**src/rtl/led_color_datagram_framer_defines.svh**
```systemverilog
// Assertion macros shared by the framer RTL.
// No dependencies; included by the files that carry assertions.
`ifndef LED_COLOR_DATAGRAM_FRAMER_DEFINES_SVH
`define LED_COLOR_DATAGRAM_FRAMER_DEFINES_SVH
`ifndef NO_ASSERTIONS
// Check a property on every clock edge outside reset.
`define LCDF_ASSERT(lbl, prop, msg) \
  lbl: assert property (@(posedge clk) disable iff (rst) prop) else $error(msg);
// Check a property on every clock edge, reset included.
`define LCDF_ASSERT_ALWAYS(lbl, prop, msg) \
  lbl: assert property (@(posedge clk) prop) else $error(msg);
`else
`define LCDF_ASSERT(lbl, prop, msg)
`define LCDF_ASSERT_ALWAYS(lbl, prop, msg)
`endif
`endif

```
**src/rtl/lcdf_pkg.sv**
```systemverilog
// Shared constants and types of the LED datagram framer.
// No dependencies; imported by every framer module.
`timescale 1ns / 1ps
package lcdf_pkg;

  localparam int MAX_FRAME_LEDS = 4096;
  localparam int FRAG_LEDS      = 450;
  localparam int BYTE_CAP       = 4090;
  localparam int LIST_DEPTH     = 10;

  localparam logic [1:0] MODE_RAW    = 2'd0;
  localparam logic [1:0] MODE_FRAG   = 2'd1;
  localparam logic [1:0] MODE_COUNT  = 2'd2;
  localparam logic [1:0] MODE_FRAMED = 2'd3;

  localparam logic REG_PROTOCOL_MODE   = 1'b0;
  localparam logic REG_LEDS_PER_PACKET = 1'b1;

  localparam logic [7:0] HDR_SYNC0 = 8'h9C;
  localparam logic [7:0] HDR_SYNC1 = 8'hDA;
  localparam logic [7:0] TRAILER   = 8'h36;

  // One queued result byte
  typedef struct packed {
    logic [7:0] data;
    logic       valid;
    logic       dend;
    logic       rlast;
  } entry_t;

  // Controller to datapath
  typedef struct packed {
    logic latch;
    logic div_start;
    logic plan;
    logic load;
  } cmd_t;

  // Datapath to controller
  typedef struct packed {
    logic first;
    logic div_busy;
    logic n_zero;
    logic at_end;
    logic out_space;
  } sts_t;

endpackage

```
**src/rtl/led_color_datagram_framer.sv**
```systemverilog
// Top level of the LED color datagram framer.
// Depends on lcdf_pkg, lcdf_ctrl and lcdf_datapath.
//
// Use: one LED per s_axis transaction (red, green, blue, frame LED count).
// The block answers with zero to ten m_axis transactions, one datagram byte
// each; tlast marks the final byte of a datagram, tuser[0] says the byte
// carries data (0 for a bare end mark), tuser[1] marks the last byte caused
// by this LED. The cfg channel writes protocol_mode (index 0) and
// leds_per_packet (index 1) and is always ready; write it only while idle.
// Sequence: the LED is registered at accept; at the first LED of a frame a
// one-bit-per-cycle divider then works out the fragment total. The plan
// state builds the result list, and the byte sequencer walks it into the
// output register, one byte a cycle while the receiver keeps up; a new LED
// is taken only once the whole list has been loaded.
// A single output register parts the two sides: the next LED is accepted
// while the last byte still waits. When the receiver stalls, the byte held
// stays and the sequencer waits. Reset (rst, synchronous) clears the frame
// state, the output register and restores mode 0 and 200 LEDs per packet.
`timescale 1ns / 1ps
module led_color_datagram_framer import lcdf_pkg::*; (
  input  logic        clk,
  input  logic        rst,
  input  logic        cfg_valid,
  output logic        cfg_ready,
  input  logic        cfg_index,
  input  logic [10:0] cfg_data,
  input  logic        s_axis_tvalid,
  output logic        s_axis_tready,
  // red [7:0], green [15:8], blue [23:16], frame_led_count [36:24], zero fill
  input  logic [39:0] s_axis_tdata,
  output logic        m_axis_tvalid,
  input  logic        m_axis_tready,
  // out_byte [7:0]
  output logic [7:0]  m_axis_tdata,
  // byte_valid [0], run_last [1]
  output logic [1:0]  m_axis_tuser,
  // datagram_end
  output logic        m_axis_tlast
);

  cmd_t   cmd;
  sts_t   sts;
  entry_t out_entry;

  assign cfg_ready = 1'b1;

  lcdf_ctrl u_ctrl (
    .clk      (clk),
    .rst      (rst),
    .in_valid (s_axis_tvalid),
    .in_ready (s_axis_tready),
    .sts      (sts),
    .cmd      (cmd)
  );

  lcdf_datapath u_dp (
    .clk       (clk),
    .rst       (rst),
    .cfg_valid (cfg_valid),
    .cfg_index (cfg_index),
    .cfg_data  (cfg_data),
    .in_red    (s_axis_tdata[7:0]),
    .in_green  (s_axis_tdata[15:8]),
    .in_blue   (s_axis_tdata[23:16]),
    .in_count  (s_axis_tdata[36:24]),
    .cmd       (cmd),
    .sts       (sts),
    .out_ready (m_axis_tready),
    .out_valid (m_axis_tvalid),
    .out_entry (out_entry)
  );

  assign m_axis_tdata = out_entry.data;
  assign m_axis_tuser = {out_entry.rlast, out_entry.valid};
  assign m_axis_tlast = out_entry.dend;

endmodule

```
**src/rtl/lcdf_div.sv**
```systemverilog
// Restoring divider, one quotient bit per cycle, for the fragment total.
// Depends on lcdf_pkg.
`timescale 1ns / 1ps
module lcdf_div import lcdf_pkg::*; (
  input  logic        clk,
  input  logic        rst,
  input  logic        start,
  input  logic [12:0] dividend,
  input  logic [10:0] divisor,
  output logic        busy,
  output logic [12:0] quotient
);

  logic [12:0] num;
  logic [10:0] rem;
  logic [10:0] den;
  logic [3:0]  step;
  logic [11:0] rem_s;
  logic        ge;

  assign rem_s = {rem, num[12]};
  assign ge    = rem_s >= {1'b0, den};

  // Control: count thirteen steps
  always_ff @(posedge clk) begin
    if (rst) begin
      busy <= 1'b0;
      step <= 4'd0;
    end else if (start) begin
      busy <= 1'b1;
      step <= 4'd12;
    end else if (busy) begin
      if (step == 4'd0) busy <= 1'b0;
      step <= step - 4'd1;
    end
  end

  // Datapath: shift, compare, subtract
  always_ff @(posedge clk) begin
    if (start) begin
      num      <= dividend;
      den      <= divisor;
      rem      <= 11'd0;
      quotient <= 13'd0;
    end else if (busy) begin
      num      <= {num[11:0], 1'b0};
      quotient <= {quotient[11:0], ge};
      rem      <= ge ? 11'(rem_s - {1'b0, den}) : rem_s[10:0];
    end
  end

endmodule

```
**src/rtl/lcdf_datapath.sv**
```systemverilog
// Datapath of the framer: registers, frame state, result list, output register.
// Depends on lcdf_pkg and lcdf_div.
`timescale 1ns / 1ps
module lcdf_datapath import lcdf_pkg::*; (
  input  logic        clk,
  input  logic        rst,
  input  logic        cfg_valid,
  input  logic        cfg_index,
  input  logic [10:0] cfg_data,
  input  logic [7:0]  in_red,
  input  logic [7:0]  in_green,
  input  logic [7:0]  in_blue,
  input  logic [12:0] in_count,
  input  cmd_t        cmd,
  output sts_t        sts,
  input  logic        out_ready,
  output logic        out_valid,
  output entry_t      out_entry
);

  logic [1:0]  mode;
  logic [10:0] lpp;
  logic [10:0] lpp_eff;
  logic [3:0]  frame_counter;
  logic [12:0] led_index;
  logic [7:0]  fragment_counter;
  logic [12:0] datagram_bytes;
  logic [10:0] leds_in_packet;
  logic [7:0]  total_fragments;
  logic [8:0]  pos;
  logic [3:0]  frag;
  logic [7:0]  r_q, g_q, b_q;
  logic [12:0] cnt_q;
  logic [12:0] cnt_clamp;
  logic [12:0] quotient;
  logic [12:0] quot_inc;
  logic [7:0]  tf_div;
  logic        div_busy;
  entry_t      lst_q [LIST_DEPTH];
  logic [3:0]  n_q;
  logic [3:0]  ptr;

  // Plan outputs
  entry_t      lst [LIST_DEPTH];
  logic [3:0]  n;
  logic        first, last;
  logic [3:0]  fc;
  logic [7:0]  fr, tf;
  logic [12:0] db;
  logic [10:0] lip;
  logic [13:0] size;
  logic [15:0] off;

  function automatic entry_t mk(input logic [7:0] d, input logic v);
    entry_t e;
    e.data  = d;
    e.valid = v;
    e.dend  = 1'b0;
    e.rlast = 1'b0;
    return e;
  endfunction

  function automatic logic [15:0] frag_offset(input logic [1:0] k);
    logic [15:0] o;
    case (k)
      2'd0:    o = 16'd0;
      2'd1:    o = 16'(FRAG_LEDS);
      2'd2:    o = 16'(2 * FRAG_LEDS);
      default: o = 16'(3 * FRAG_LEDS);
    endcase
    return o;
  endfunction

  assign lpp_eff   = (lpp == 11'd0) ? 11'd1 : lpp;
  assign cnt_clamp = (in_count > 13'(MAX_FRAME_LEDS)) ? 13'(MAX_FRAME_LEDS) : in_count;

  // Hold configuration registers
  always_ff @(posedge clk) begin
    if (rst) begin
      mode <= MODE_RAW;
      lpp  <= 11'd200;
    end else if (cfg_valid) begin
      if (cfg_index == REG_PROTOCOL_MODE) mode <= cfg_data[1:0];
      else                                lpp  <= cfg_data;
    end
  end

  // Capture the input transaction
  always_ff @(posedge clk) begin
    if (cmd.latch) begin
      r_q   <= in_red;
      g_q   <= in_green;
      b_q   <= in_blue;
      cnt_q <= cnt_clamp;
    end
  end

  lcdf_div u_div (
    .clk      (clk),
    .rst      (rst),
    .start    (cmd.div_start),
    .dividend (cnt_clamp),
    .divisor  (lpp_eff),
    .busy     (div_busy),
    .quotient (quotient)
  );

  assign quot_inc = quotient + 13'd1;
  assign tf_div   = (cnt_q > {2'b00, lpp_eff}) ? quot_inc[7:0] : 8'd1;

  // Build the result list of one LED
  always_comb begin
    first = (led_index == 13'd0);
    last  = ({1'b0, led_index} + 14'd1) >= {1'b0, cnt_q};
    fc    = first ? frame_counter + 4'd1 : frame_counter;
    fr    = first ? ((mode == MODE_FRAMED) ? 8'd1 : 8'd0) : fragment_counter;
    db    = first ? 13'd0 : datagram_bytes;
    lip   = first ? 11'd0 : leds_in_packet;
    tf    = first ? tf_div : total_fragments;
    size  = {1'b0, cnt_q} + {cnt_q, 1'b0};
    off   = frag_offset(frag[1:0]);
    n     = 4'd0;
    for (int i = 0; i < LIST_DEPTH; i++) lst[i] = mk(8'd0, 1'b0);

    case (mode)
      MODE_RAW: begin
        if (db < 13'(BYTE_CAP)) begin
          lst[n] = mk(r_q, 1'b1); n = n + 4'd1;
          lst[n] = mk(g_q, 1'b1); n = n + 4'd1;
          lst[n] = mk(b_q, 1'b1); n = n + 4'd1;
          db = db + 13'd3;
        end
        if (last) begin
          if (n == 4'd0) begin
            lst[n] = mk(8'd0, 1'b0); n = n + 4'd1;
          end
          lst[n - 4'd1].dend = 1'b1;
          db = 13'd0; lip = 11'd0;
        end
      end
      MODE_FRAG: begin
        if (pos == 9'd0) begin
          db = 13'd0;
          if (frag < 4'd4 && !last) begin
            lst[n] = mk(8'd0, 1'b1);    n = n + 4'd1;
            lst[n] = mk(8'd0, 1'b1);    n = n + 4'd1;
            lst[n] = mk(off[15:8], 1'b1); n = n + 4'd1;
            lst[n] = mk(off[7:0], 1'b1);  n = n + 4'd1;
            db = 13'd4;
          end
        end
        if (db != 13'd0) begin
          if (db < 13'(BYTE_CAP)) begin
            lst[n] = mk(r_q, 1'b1); n = n + 4'd1;
            lst[n] = mk(g_q, 1'b1); n = n + 4'd1;
            lst[n] = mk(b_q, 1'b1); n = n + 4'd1;
            db = db + 13'd3;
          end
          if (pos == 9'(FRAG_LEDS - 1) || last) begin
            if (n == 4'd0) begin
              lst[n] = mk(8'd0, 1'b0); n = n + 4'd1;
            end
            lst[n - 4'd1].dend = 1'b1;
            db = 13'd0; lip = 11'd0;
          end
        end
      end
      MODE_COUNT: begin
        if (db == 13'd0) begin
          lst[n] = mk({4'd0, fc}, 1'b1);          n = n + 4'd1;
          lst[n] = mk(fr, 1'b1);                  n = n + 4'd1;
          lst[n] = mk({3'd0, led_index[12:8]}, 1'b1); n = n + 4'd1;
          lst[n] = mk(led_index[7:0], 1'b1);      n = n + 4'd1;
          db = 13'd4;
        end
        if (db < 13'(BYTE_CAP)) begin
          lst[n] = mk(r_q, 1'b1); n = n + 4'd1;
          lst[n] = mk(g_q, 1'b1); n = n + 4'd1;
          lst[n] = mk(b_q, 1'b1); n = n + 4'd1;
          db = db + 13'd3;
        end
        lip = lip + 11'd1;
        if (lip >= lpp_eff || last) begin
          // A full datagram that drops this LED still needs an end mark
          if (n == 4'd0) begin
            lst[n] = mk(8'd0, 1'b0); n = n + 4'd1;
          end
          lst[n - 4'd1].dend = 1'b1;
          db = 13'd0; lip = 11'd0;
          fr = fr + 8'd1;
        end
      end
      default: begin
        if (db == 13'd0) begin
          lst[n] = mk(HDR_SYNC0, 1'b1);          n = n + 4'd1;
          lst[n] = mk(HDR_SYNC1, 1'b1);          n = n + 4'd1;
          lst[n] = mk({2'd0, size[13:8]}, 1'b1); n = n + 4'd1;
          lst[n] = mk(size[7:0], 1'b1);          n = n + 4'd1;
          lst[n] = mk(fr, 1'b1);                 n = n + 4'd1;
          lst[n] = mk(tf, 1'b1);                 n = n + 4'd1;
          db = 13'd6;
        end
        if (db < 13'(BYTE_CAP)) begin
          lst[n] = mk(r_q, 1'b1); n = n + 4'd1;
          lst[n] = mk(g_q, 1'b1); n = n + 4'd1;
          lst[n] = mk(b_q, 1'b1); n = n + 4'd1;
          db = db + 13'd3;
        end
        lip = lip + 11'd1;
        if (lip >= lpp_eff || last) begin
          lst[n] = mk(TRAILER, 1'b1); n = n + 4'd1;
          lst[n - 4'd1].dend = 1'b1;
          db = 13'd0; lip = 11'd0;
          fr = fr + 8'd1;
        end
      end
    endcase

    if (n != 4'd0) lst[n - 4'd1].rlast = 1'b1;
  end

  // Commit the frame state and store the list
  always_ff @(posedge clk) begin
    if (rst) begin
      frame_counter    <= 4'd0;
      led_index        <= 13'd0;
      fragment_counter <= 8'd0;
      datagram_bytes   <= 13'd0;
      leds_in_packet   <= 11'd0;
      total_fragments  <= 8'd0;
      pos              <= 9'd0;
      frag             <= 4'd0;
      n_q              <= 4'd0;
      ptr              <= 4'd0;
    end else if (cmd.plan) begin
      frame_counter    <= fc;
      fragment_counter <= fr;
      datagram_bytes   <= db;
      leds_in_packet   <= lip;
      total_fragments  <= tf;
      n_q              <= n;
      ptr              <= 4'd0;
      if (last) begin
        led_index <= 13'd0;
        pos       <= 9'd0;
        frag      <= 4'd0;
      end else begin
        led_index <= led_index + 13'd1;
        if (pos == 9'(FRAG_LEDS - 1)) begin
          pos  <= 9'd0;
          frag <= frag + 4'd1;
        end else begin
          pos <= pos + 9'd1;
        end
      end
    end else if (cmd.load) begin
      ptr <= ptr + 4'd1;
    end
  end

  always_ff @(posedge clk) begin
    if (cmd.plan) begin
      for (int i = 0; i < LIST_DEPTH; i++) lst_q[i] <= lst[i];
    end
  end

  // Output register: load on command, drop when taken
  always_ff @(posedge clk) begin
    if (rst) begin
      out_valid <= 1'b0;
    end else if (cmd.load) begin
      out_valid <= 1'b1;
    end else if (out_ready) begin
      out_valid <= 1'b0;
    end
  end

  always_ff @(posedge clk) begin
    if (cmd.load) out_entry <= lst_q[ptr];
  end

  // Report status to the controller
  always_comb begin
    sts.first     = (led_index == 13'd0);
    sts.div_busy  = div_busy;
    sts.n_zero    = (n == 4'd0);
    sts.at_end    = (ptr == n_q - 4'd1);
    sts.out_space = !out_valid || out_ready;
  end

endmodule

```
**src/rtl/lcdf_ctrl.sv**
```systemverilog
// Controller of the framer: sequences accept, divide, plan and emit.
// Depends on lcdf_pkg and the assertion macro header.
`timescale 1ns / 1ps
`include "led_color_datagram_framer_defines.svh"
module lcdf_ctrl import lcdf_pkg::*; (
  input  logic clk,
  input  logic rst,
  input  logic in_valid,
  output logic in_ready,
  input  sts_t sts,
  output cmd_t cmd
);

  localparam logic [1:0] S_IDLE = 2'd0;
  localparam logic [1:0] S_DIV  = 2'd1;
  localparam logic [1:0] S_PLAN = 2'd2;
  localparam logic [1:0] S_EMIT = 2'd3;

  logic [1:0] state, state_next;
  logic       in_fire;

  assign in_ready = (state == S_IDLE);
  assign in_fire  = in_valid && in_ready;

  // Next state and commands
  always_comb begin
    state_next    = state;
    cmd.latch     = 1'b0;
    cmd.div_start = 1'b0;
    cmd.plan      = 1'b0;
    cmd.load      = 1'b0;
    case (state)
      S_IDLE: begin
        if (in_fire) begin
          cmd.latch     = 1'b1;
          cmd.div_start = sts.first;
          state_next    = sts.first ? S_DIV : S_PLAN;
        end
      end
      S_DIV: begin
        if (!sts.div_busy) state_next = S_PLAN;
      end
      S_PLAN: begin
        cmd.plan   = 1'b1;
        state_next = sts.n_zero ? S_IDLE : S_EMIT;
      end
      S_EMIT: begin
        if (sts.out_space) begin
          cmd.load = 1'b1;
          if (sts.at_end) state_next = S_IDLE;
        end
      end
      default: state_next = S_IDLE;
    endcase
  end

  always_ff @(posedge clk) begin
    if (rst) state <= S_IDLE;
    else     state <= state_next;
  end

  `LCDF_ASSERT(a_load_space, cmd.load |-> sts.out_space, "load into a full output register")
  `LCDF_ASSERT(a_empty_list, (state == S_PLAN && sts.n_zero) |=> (state == S_IDLE),
               "empty list did not return to idle")
  `LCDF_ASSERT(a_div_wait, (state == S_DIV && sts.div_busy) |=> !in_ready,
               "input accepted while dividing")
  `LCDF_ASSERT_ALWAYS(a_reset_idle, rst |=> (state == S_IDLE), "state not idle after reset")

endmodule
```
**config.mk**
```make
export PLATFORM = sky130hd
export DESIGN_NAME = led_color_datagram_framer
export DESIGN_NICKNAME = d
export VERILOG_FILES = /design/src/rtl/lcdf_pkg.sv /design/src/rtl/led_color_datagram_framer.sv /design/src/rtl/lcdf_div.sv /design/src/rtl/lcdf_datapath.sv /design/src/rtl/lcdf_ctrl.sv
export VERILOG_INCLUDE_DIRS = /design/src /design/src/rtl
export SDC_FILE = /design/constraint.sdc
export NUM_CORES = 1
export LEC_CHECK = 0
export ABC_AREA = 1
export BUFFER_PORTS_ARGS = -buffer_cell sky130_fd_sc_hd__buf_2
export CAP_MARGIN = 5
export CELL_PAD_IN_SITES_DETAIL_PLACEMENT = 1
export CELL_PAD_IN_SITES_GLOBAL_PLACEMENT = 2
export CORE_MARGIN = 2
export CORE_UTILIZATION = 35
export CTS_CLUSTER_DIAMETER = 80
export DETAILED_ROUTE_END_ITERATION = 7
export HOLD_SLACK_MARGIN = 0.02
export PLACE_DENSITY_LB_ADDON = 0.1
export REMOVE_ABC_BUFFERS = 1
export SLEW_MARGIN = 25
export SYNTH_ARGS = -nofsm -noshare
export SYNTH_HDL_FRONTEND = slang
export SYNTH_SLANG_ARGS = --single-unit
```
**constraint.sdc**
```tcl
create_clock -name clk -period 8.1 [get_ports clk]
set_input_delay 0.405 -clock clk [delete_from_list [all_inputs] [get_ports clk]]
set_output_delay 0.405 -clock clk [all_outputs]
set_load 0.05 [all_outputs]
```
# Word-level counts from Yosys, hierarchy flattened
# Memories as Yosys holds them, arrays and structs flattened. A register that Yosys moved wholly into a read port is not among the register bits.
# Cells that the tools add are included.
dict set report op_classes {
  n_mux 178
  bitwise_logic 28
  add_sub_neg 35
  eq_ne 14
  n_reduce_logical 50
  n_lt_le_gt_ge 46
}
# cell count
set op_table {}
lappend op_table {{$mux W110} 23}
lappend op_table {{$bwmux W110} 14}
lappend op_table {{$demux W11 S4} 18}
lappend op_table {{$and A110 B110 Y110} 3}
lappend op_table {{$not A110 Y110} 3}
lappend op_table {{$pmux W110 S3} 1}
lappend op_table {{$mux W13} 20}
lappend op_table {{$mux W11} 20}
lappend op_table {{$mux W44} 3}
lappend op_table {{$mux W66} 2}
lappend op_table {{$mux W4} 32}
lappend op_table {{$ge A5 B5 Y1 const B} 18}
lappend op_table {{$lt A5 B1 Y1 const B} 18}
lappend op_table {{$not A4 Y5} 18}
lappend op_table {{$mux W33} 2}
lappend op_table {{$add A4 B1 Y4 const B} 16}
lappend op_table {{$and A60 B60 Y60} 1}
lappend op_table {{$not A60 Y60} 1}
lappend op_table {{$add A13 B2 Y13 const B} 4}
lappend op_table {{$lt A13 B12 Y1 const B} 4}
lappend op_table {{$or A50 B50 Y50} 1}
lappend op_table {{$mux W40} 1}
lappend op_table {{$mux W8} 5}
lappend op_table {{$pmux W13 S3} 1}
lappend op_table {{other kinds (44)} 122}
dict set report totals {
  regBits 179
  mem_bits_rw 110
  output_inout_bits 14
  n_memories 1
  wordCells 377
}
# memory depth width rd rd_clocked_by_memory_dff wr line_no
set mem_list {}
lappend mem_list {u_dp.lst_q 10 11 1 1 10 lcdf_datapath.sv:39} ;# entry_t lst_q [LIST_DEPTH];

# Longest topological paths before layout
dict set report depth {
  depth_word 30
  depth_mapped 38
  depth_no_buf 34
}

# Modules after synthesis
# A second synthesis with hierarchy kept.
dict set report unflattened {
  hier_cells 2333
  hier_area_um2 18217.5
}
# mod cells_per_inst instances seq_area_each_um2 area_each_um2
set modules_own_cells {}
lappend modules_own_cells {lcdf_datapath 1969 1 6256.0 15353.5}
lappend modules_own_cells {lcdf_div 333 1 1301.2 2695.1}
lappend modules_own_cells {lcdf_ctrl 29 1 40.0 157.7}
lappend modules_own_cells {led_color_datagram_framer 2 1 0.0 11.3}

# Worst setup path before layout
# Ideal clock, no wire load.
dict set report synth_path {
  path_kind {reg2reg}
  from {register u_dp.led_index[0]}
  to {memory u_dp.lst_q[2][3] in the netlist's numbering (data pin)}
  setup_ps 262
  slack_ps 3645
  stages_incl_launch_ff 36
  period_less_slack_ps 4455
  arrival_ps 4193
  path_cell_list {dfxtp_1 > inv_1 > ha_1 > nand2_1 > nor3_2 > nand2_2 > inv_2 > clkbuf_1 > buf_1 > nor2_1 > ha_1 > nand3_1 > inv_1 > nand2_1 > nor2_1 > nand3_1 > nor2_1 > xor2_1 > inv_1 > ha_1 > nand2_1 > inv_1 > nand2_1 > nor2_1 > nand2_1 > nand3_1 > nor2_1 > nand3_1 > inv_1 > buf_2 > nor2_1 > inv_1 > o21ai_0 > inv_1 > a21oi_1 > o21ai_0}
}
# element line_no
set synth_rtl {}
lappend synth_rtl {{from (decl)} lcdf_datapath.sv:25} ;# logic [12:0] led_index;
lappend synth_rtl {{from (signal assigned)} lcdf_datapath.sv:248} ;# led_index <= led_index + 13'd1;
lappend synth_rtl {{to (decl)} lcdf_datapath.sv:39}

==> metrics.md <==
| Metric | Value |
|---|---|
| Status | `finished, final reports clean` |
| Slowest stage cell, crit path | `nand3_1` |
| Most instantiated cells after synthesis | `nand2_1, inv_1, nor2_1` |
| Fin area | `20230 µm²` |
| Initial core utilization | `0.3547` |
| DR DRC count | `0` |
| Post-layout min period | `6.165 ns` |
| Final setup skew | `0.02810 ns` |
| Flop pwr share | `0.343` |
| Clk network pwr share | `0.268` |
| Max-slew violation count | `0` |
| Via/cell ratio | `5.319` |
| Pint | `3.715 mW` |
| Period utilisation layout | `0.7611` |
| Maximum vdd drop | `0.1435 mV` |
| Initial antenna violation count | `1` |
| First-pass GRT wire length | `97370 µm` |
| Syn_area_per_cell | `7.914 µm²` |
| Synth unique cells | `67` |
| Die area | `52770 µm²` |
| Most frequent cell after synthesis | `nand2_1` |
| Initial DRC Count | `930` |
| Max Fclk | `0.1622 GHz` |
| Cells after synthesis | `2253` |
| RSZ-0062 raised after global routing | `no` |
| Core area | `50270 µm²` |
| Nets | `2457` |
| Fin. Hold Viols | `0` |
| Vert. Die Dim | `229.7 µm` |
| Critical Path RT | `8.43 ns` |
| Chip width | `229.7 µm` |
| Mapped cell area | `17830 µm²` |
| Largest net degree at the start of global routing | `142` |
| DRT Pass-1 Iters | `5` |
| Synth area leaders | `edfxtp_1, dfxtp_1, nand2_1, inv_1, ha_1` |
| Endpoint class of the critical path | `flop` |
| Layout cell share with drive strength beyond 1 | `0.1022` |
| Remaining antenna violation count | `0` |
| Placed wire-length estimate | `45530 µm` |
| Post-DP Area | `18720 µm²` |
| Relative slew slack | `0.2747` |
| Ant. Diodes | `0` |
| CTS Sinks | `289` |
| Final setup fails | `0` |
| MaxCap Viol Count | `0` |
| Tightest Pin Transition | `1.088 ns` |
| Fin Setup TNS | `0 ns` |
| Total grt overflow | `0` |
| Yosys top cell by area | `edfxtp_1` |
| Ys Warns | `0` |
| Vias | `16.01k` |
| WL/cell | `21.10 µm` |
| Area grow syn2layout | `13.45%` |
| CTS tree | `built` |
| Total GRT Usage | `0.2395` |
| Vias in the first global route | `16.48k` |
| Sw power | `2.841 mW` |
| I/O pin total | `71` |
| Clock-pin slew on the worst setup and hold paths | `0.06 ns` |
| Number of flops mapped to enable cells by yosys | `171` |
| Post-synth top flop | `edfxtp_1` |
| Routability Congestion | `0.8402` |
| Startpoint types | `flop` |
| Post-synth ARST share | `0` |
| Max clock buf depth | `3` |
| Max incr delay on CP | `0.61 ns` |
| Clock buffer count from CTS | `38` |
| Clk_lat worst skew | `0.58 ns` |
| Yosys reg bits | `289` |
| HP Class | `input pin to flop` |
| Crit-path most repeated cell | `inv_1` |
| PnR Total Power | `6.555 mW` |
| Post-synth top area share | `0.2880` |
| Crit path arrival time | `6.50 ns` |
| Sequential fraction of the synthesis area | `0.4205` |
| DRT Wirelength | `63500 µm` |
| Pwr/cell area | `324.0 nW/µm²` |
| H-tree levels | `2` |
| Std cell rows | `82` |
| Sw frac | `0.4333` |
| Crit Path Max Fanout | `48` |
| Combinational Power Share | `0.390` |
| Leak | `8.559 nW` |
| IO buf count | `66` |
| Critical path class | `flop to flop` |
| Post-CTS setup buffers | `0` |
| Hold Worst Slack | `0.06612 ns` |
| Root buf cell | `clkbuf_16` |
==> cells in the final DEF, fill, tap and decap left out, types with 12 or more instances in the layout <==
master and count:
a21oi_1 121, inv_2 21, xnor2_1 14, xor2_1 48, nand2_1 378, o22ai_1 25, nor3_1 40, ha_1 90
buf_4 12, nor2_2 15, o21ai_0 190, edfxtp_1 171, nand4_1 30, clkbuf_16 39, dfxtp_1 117, o221ai_1 19
nand2_2 14, buf_2 66, o211ai_1 29, nor2_1 254, nand3_1 121, dlygate4sd3_1 22, inv_1 306, o21ai_1 12
==> area by class of cell <==
class,count,area (µm²)
clock inverter,23,225.2
sequential,289,7498
inverter,332,1249
timing repair buffer,101,660.6
multi-input combinational,1546,8700
fill,6112,30040
clock buffer,47,1056
tap,672,840.8
==> power groups by stage <==
stage / Clock, mW / Sequential (mW) / Combinational (mW)
4_1_cts: 1.80 / 2.24 / 2.57
6_report: 1.75 / 2.25 / 2.56
5_1_grt: 1.84 / 2.28 / 2.84
3_3_place_gp: 0 / 2.26 / 2.49
2_1_floorplan: 0 / 2.24 / 1.64
3_5_place_dp: 0 / 2.27 / 2.55
==> final timing paths <==
| path | startpoint | to | slack, ns | cells after the start |
|---|---|---|---|---|
| worst max register to register | u_dp.led_index[0] | u_dp.lst_q[5][7] | 1.94 | 32 |
| worst min-delay path | cfg_data[6] | u_dp.lpp[6] | 0.07 | 3 |
| worst min register to register | u_dp.u_div.rem[10] | u_dp.u_div.rem[10] | 0.48 | 1 |
| worst max-delay path | u_dp.led_index[0] | u_dp.lst_q[5][7] | 1.94 | 32 |
==> logic make-up (layout without fill, tap and decap cells) <==
family / Yosys count / count (layout) / share of synthesized area
AO/OA/AOI/OAI: 480 / 480 / 0.1596
flip-flops: 289 / 289 / 0.4205
adder cells (fa/ha/maj): 92 / 92 / 0.06540
buffers and inverters: 418 / 503 / 0.09333
AND/OR/NAND/NOR: 911 / 911 / 0.2305
other: 1 / 1 / 0.0002103
XOR/XNOR: 62 / 62 / 0.03045
==> through the flow <==
step	util	setup WS (ns)	std cells
4_1_cts	0.4023	1.924	3010
3_3_place_gp	0.3723	2.004	2918
6_report	0.4024	1.935	3010
3_5_place_dp	0.3724	1.954	2918
5_1_grt	0.4024	1.335	3010
2_1_floorplan	-	-1.229	2167
==> metal layers <==
metal	track usage	share of wire	up-vias
li1	-	-	7743
met1	0.3234	0.47	7900
met2	0.4002	0.46	281
met3	0.03423	0.037	85
met4	0.06593	0.026	0
met5	0	0	-
==> critical path: cells and delay by family, from the launching register on <==
family,cells,cell delay [ns]
flip-flops,1,0.40
buffers and inverters,8,1.27
XOR/XNOR,1,0.16
AO/OA/AOI/OAI,1,0.12
AND/OR/NAND/NOR,19,3.19
adder cells (fa/ha/maj),3,0.71
==> what timing repair did <==
item,4_1_cts,5_1_grt
endpoints found under the hold margin,22,0
hold buffers,22,0
resized for setup,0,0
==> sequential cells by signal (all words and copies together) (netlist names), 2 cells and up <==
| register | cells |
|---|---|
| u_dp.u_div.den | 11 |
| u_dp.cnt_q | 13 |
| u_dp.pos | 9 |
| u_dp.n_q | 4 |
| u_dp.out_entry | 11 |
| u_dp.u_div.step | 4 |
| u_dp.u_div.num | 13 |
| u_dp.b_q | 8 |
| u_dp.r_q | 8 |
| u_dp.g_q | 8 |
| u_ctrl.state | 2 |
| u_dp.u_div.rem | 11 |
| u_dp.lst_q | 99 |
| u_dp.fragment_counter | 8 |
| u_dp.lpp | 11 |
| u_dp.frag | 4 |
| u_dp.mode | 2 |
| u_dp.ptr | 4 |
| u_dp.datagram_bytes | 13 |
| u_dp.frame_counter | 4 |
| u_dp.leds_in_packet | 11 |
| u_dp.led_index | 13 |
| u_dp.u_div.quotient | 8 |
| u_dp.total_fragments | 8 |
(Power assumes the default switching activity.)
